### config.mk
export PLATFORM = sky130hd
export DESIGN_NAME = vpts_queue
export DESIGN_NICKNAME = d
export VERILOG_FILES = /design/src/rtl/core/vpts_pkg.sv /design/src/rtl/core/vpts_queue.sv
export SDC_FILE = /design/constraint.sdc
export NUM_CORES = 1
export LEC_CHECK = 0
export BUFFER_PORTS_ARGS = -buffer_cell sky130_fd_sc_hd__buf_2
export CAP_MARGIN = 10
export CORE_MARGIN = 1.5
export CORE_UTILIZATION = 30
export CTS_BUF_LIST = sky130_fd_sc_hd__clkbuf_8 sky130_fd_sc_hd__clkbuf_16
export DETAILED_ROUTE_END_ITERATION = 8
export GPL_TIMING_DRIVEN = 0
export PLACE_DENSITY = 0.5
export SLEW_MARGIN = 20
export SYNTH_ARGS = -nofsm -noshare
export SYNTH_HDL_FRONTEND = slang
export SYNTH_SLANG_ARGS = --single-unit
### constraint.sdc
create_clock -name clk_i -period 3.3 [get_ports clk_i]
set_input_delay 0.825 -clock clk_i [delete_from_list [all_inputs] [get_ports clk_i]]
set_output_delay 0.825 -clock clk_i [all_outputs]
set_load 0.03 [all_outputs]
### src/rtl/core/vpts_pkg.sv
// ----------------------------------------------------------------------------
// vpts_pkg
// shared constants and types for the vertex project-to-screen core
// ----------------------------------------------------------------------------
package vpts_pkg;

  localparam int unsigned FRAC_BITS_DEF = 16;
  localparam int unsigned COEF_W        = 32;
  localparam int unsigned SIZE_W        = 13;
  localparam int unsigned CFG_IDX_W     = 2;
  localparam int unsigned QUEUE_DEPTH   = 4;
  localparam int unsigned QCNT_W        = $clog2(QUEUE_DEPTH + 1);
  localparam int unsigned QUOT_W        = 33;

  localparam logic [SIZE_W-1:0] WIDTH_RST  = 13'd640;
  localparam logic [SIZE_W-1:0] HEIGHT_RST = 13'd480;

  typedef enum logic {
    CMD_LOAD  = 1'b0,
    CMD_POINT = 1'b1
  } cmd_e;

  localparam logic [CFG_IDX_W-1:0] CFG_WIDTH  = 2'd0;
  localparam logic [CFG_IDX_W-1:0] CFG_HEIGHT = 2'd1;

endpackage

### src/rtl/core/vpts_queue.sv
// ----------------------------------------------------------------------------
// vpts_queue
// small register fifo between the front and the back
// ----------------------------------------------------------------------------
module vpts_queue #(
  parameter int unsigned Width = 8,
  parameter int unsigned Depth = vpts_pkg::QUEUE_DEPTH,
  localparam int unsigned PW = $clog2(Depth),
  localparam int unsigned CW = $clog2(Depth + 1)
) (
  input  logic             clk_i,
  input  logic             rst_ni,
  input  logic             push_i,
  input  logic [Width-1:0] push_data_i,
  input  logic             pop_i,
  output logic             valid_o,
  output logic [Width-1:0] data_o,
  output logic [CW-1:0]    count_o
);

  logic [Width-1:0] mem_q [Depth];
  logic [PW-1:0]    wr_q, rd_q;
  logic [CW-1:0]    cnt_q;

  always_ff @(posedge clk_i) begin
    if (push_i) begin
      mem_q[wr_q] <= push_data_i;
    end
  end

  always_ff @(posedge clk_i or negedge rst_ni) begin
    if (!rst_ni) begin
      wr_q  <= '0;
      rd_q  <= '0;
      cnt_q <= '0;
    end else begin
      if (push_i) begin
        wr_q <= (wr_q == PW'(Depth - 1)) ? '0 : wr_q + 1'b1;
      end
      if (pop_i) begin
        rd_q <= (rd_q == PW'(Depth - 1)) ? '0 : rd_q + 1'b1;
      end
      cnt_q <= cnt_q + CW'(push_i) - CW'(pop_i);
    end
  end

  assign valid_o = cnt_q != '0;
  assign data_o  = mem_q[rd_q];
  assign count_o = cnt_q;

endmodule

# Word-level counts from Yosys, hierarchy flattened
# Memories as Yosys holds them, arrays and structs flattened.
# Cells that the tools add are included.
# Widths: inputs -> output; s select.
# totals
ramBits	32
memories	1
mem_bits_ro	0
wordCells	15
latchBits	0
reg_bits	7
# op_classes
multipliers	0
bitwise_logic	0
eq_ne	2
div	0
add_sub_neg	4
shifts	0
reduce_logical	1
magnitude_cmp	0
n_mux	4
# memory_table
name	words	word_bits	read_ports	rd_ports_with_merged_regs	write_ports	line	rtl
mem_q	4	8	1	0	1	vpts_queue.sv:21	logic [Width-1:0] mem_q [Depth];
# op_table
cell	count
$add 2x1->2 const B	2
$eq 2x2->1 const B	2
$mux 2	2
$add 3x1->3	1
$reduce_bool 3->1	1
$sub 3x1->3	1
$mux 1	2

# Depth between registers and ports, before layout
# logic_depth
ltp_word	2
depth_mapped	8
depth_no_buf	8

# Worst setup path after synthesis
# OpenSTA, ideal clock, no wires.
# synth_timing
kind	input port to flip-flop
startpoint	input port pop_i
endpoint	register cnt_q[2] (netlist: count_o[2])
t_required_ps	3167
cell_stages	7
setup_time_ps	133
t_arrival_ps	1936
setup_slack_ps	1231
cell_sequence	ha_1 inv_1 ha_1 inv_1 fa_1 xnor2_1 xnor2_1
# synth_between
elab_chain_cells	1
# synth_rtl
item	line	rtl
from (decl)	vpts_queue.sv:15	input logic pop_i,
$sub 3x1->3	vpts_queue.sv:43	cnt_q <= cnt_q + CW'(push_i) - CW'(pop_i);
to (signal assigned)	vpts_queue.sv:43	
to (decl)	vpts_queue.sv:23	logic [CW-1:0] cnt_q;
# Every way passes these cells.
# A chain may end at the register's enable or synchronous reset.

# Final worst setup path
# layout_timing
startpoint	register rd_q[0]
endpoint	output port data_o[6]
# layout_between
elab_chain_cells	1
# layout_rtl
item	line	rtl
from (decl)	vpts_queue.sv:22	logic [PW-1:0] wr_q, rd_q;
from (signal assigned)	vpts_queue.sv:41	rd_q <= (rd_q == PW'(Depth - 1)) ? '0 : rd_q + 1'b1;
$mem_v2 4x8	--	
to (decl)	vpts_queue.sv:17	output logic [Width-1:0] data_o,
# Every way passes these cells.

==> metrics.cfg <==
[layout]
diodes=0
syn2layout_area_growth_pct=18.0
final_nets=127
fin_util=0.363
drive_gt1_frac=0.383

[critical_path]
crit_path_end=data_o[6]
worst-path-max-fanout=10
r2r-end=count_o[2]
path_depth=3
crit_path_start=rd_q[0]
crit_required_ps=2470
timing.rr.start=count_o[0]
crit_path_cell_trace=buf_6, mux4_2, buf_2
cpMaxStageDelayCell=mux4_2
endpoint_kind=output port
rr_worst_depth=8
path_buf_inv=2
crit_type=reg -> out
cpLargestDelayFamily=multiplexers
reg2reg_slack_ps=1650
critPathLaunchType=flip-flop
cp_data_arrival_time_ps=1560
critPathMaxStageDelay_ps=530

[routing]
vias=751
dr.pass1.iters=4
drcViolationCount=0
routed_wl_um=2540
wl_per_cell_um=14.3
final_antenna_net_count=0
drt_iter0_markers=57
viasPerCell=4.24

[power]
power.leakage_nw=0.692
total_power_mw=1.64
powerDensity_nw_per_um2=891
irDropWorstVdd_mv=0.258

[synthesis]
synth_cell_types=16
synth_area_um2=1560
seq_area_frac_synth=0.728
yosysWarnings=0
syn_avg_cell_area_um2=20.3
syn_inst=77
synth_nets=97
ys_seq_elements=39

[timing]
max_clock_freq_mhz=419
rsz0062_at_grt=no
hold_viol=0
timing.setup.tns_ps=0
slew_headroom=0.687
drv_slew=0
timing.final.ws_setup_ps=914
tightest_slew_ps=469
fin_crit_sh=0.723
fin_worst_skew_ps=5.97
setup_viol=0
fin_crit_ps=2390

[clock_tree]
cts_buffers=5
hold_buffers=0
insertion_delay_ps=280
cts_tree=built
cts_setup_buffers=0
htreeDepth=2
cts-root-buf=clkbuf_8
clk_path_buf_depth=2
clkTransAtPathRegs_ps=70
clock_sinks=39
cts_resized=0

[place]
globalplace.congestion=0.637
place_ws_ps=1050
port_buffers=23
hpwlAfterDp_um=1710

[grt]
grt_pass1_vias=807
grt.busiest_layer=met2
use_met3=0.0428
gr-usage-all-layers=0.105
grt_overflow=0
grt_max_degree=12
met2_usage=0.179
met1_usage=0.111
grt_pass1_wl_um=3930
grt_antenna_before_repair=0

[floorplan]
die_h_um=75.1
io_pins=24
die_w_um=75.1
dieArea_um2=5640
start_util=0.307
row_count=26
coreArea_um2=5070

[run_status]
status=finished clean

[job]
maxCapViolCount=0

[min_path]
hold_class=in -> async

final cells by class:
type | count | area (um2)
fill | 498 | 3230
sequential | 39 | 1140
multi-input combinational | 30 | 385
timing repair buffer | 23 | 115
tap | 70 | 87.6
clock buffer | 5 | 68.8
inverter | 6 | 22.5
buffer | 2 | 16.3
clock inverter | 2 | 8.76
worst reg2reg max path, cell delays in order, from the launching register on:
cell and delay, ps:
dfrtp_1 360, inv_1 50, ha_1 260, inv_1 50
ha_1 130, inv_1 50, fa_1 370, xnor2_1 190
xnor2_1 140
metal layers:
layer | share of wire | vias to the layer above | routed length, um
met3 | 0.048 | 6 | 123
met1 | 0.41 | 377 | 1040
li1 | - | 353 | -
met5 | 0 | - | 0
met4 | 0.020 | 0 | 52
met2 | 0.52 | 15 | 1320
registers in the layout, indices dropped and copies added, names as in the netlist:
name / flops
mem_q: 32
rd_q: 2
count_o: 3
wr_q: 2
synthesized netlist by cell type (all sizes together):
cell    instances  share of area
nand2           1         0.0024
inv             6          0.014
o21ai           2         0.0064
nor2            1         0.0024
mux2            2          0.014
mux4            8           0.12
dfrtp           7           0.11
buf             2          0.010
ha              7          0.056
xnor2           2          0.011
or3b            1         0.0056
or3             1         0.0040
and2            4          0.016
fa              1          0.013
edfxtp         32           0.62
through the flow:
stage / hold WS (ps) / instances / instance area [um2]
finish: 363 / 177 / 1840
global route: 365 / 177 / 1840
CTS: 365 / 177 / 1840
detailed placement: 491 / 170 / 1760
global placement: 474 / 170 / 1760
floorplan: 529 / 77 / 1560
placed cells by master (no fill, tap or decap):
master / Yosys / layout
o21ai_0: 2 / 2
xnor2_1: 2 / 2
buf_2: 1 / 24
and2_1: 4 / 4
mux4_2: 8 / 8
or3b_1: 1 / 1
clkinv_2: 0 / 1
nor2_1: 1 / 1
inv_1: 6 / 6
nand2_1: 1 / 1
or3_1: 1 / 1
ha_1: 7 / 7
dfrtp_1: 7 / 7
buf_6: 1 / 1
mux2_2: 2 / 2
clkbuf_8: 0 / 5
fa_1: 1 / 1
clkinv_1: 0 / 1
edfxtp_1: 32 / 32
report_power, final:
| part | total (mW) | internal, mW | switching [mW] |
|---|---|---|---|
| clock network | 0.294 | 0.141 | 0.153 |
| logic | 0.649 | 0.255 | 0.394 |
| registers | 0.697 | 0.650 | 0.0469 |
cells by family (layout without fill, tap and decap cells):
kind of cell               Yosys count  count (layout)  share of synthesized area
muxes                               10              10                      0.130
xor gates and xnor gates             2               2                     0.0112
AOI/OAI and AO/OA                    2               2                    0.00642
adders and majority gates            8               8                     0.0690
buffers and inverters                8              38                     0.0249
DFF                                 39              39                      0.728
and+or+nand+nor                      8               8                     0.0305
worst min-delay path by stage:
stage / slack [ps] / endpoint / start
floorplan: 530 / count_o[0] / rst_ni
global placement: 470 / count_o[2] / count_o[2]
detailed placement: 490 / count_o[2] / count_o[2]
CTS: 360 / count_o[2] / rst_ni
global route: 370 / wr_q[0] / rst_ni
finish: 360 / wr_q[0] / rst_ni
No activity file was read; power rests on OpenSTA's default activity.
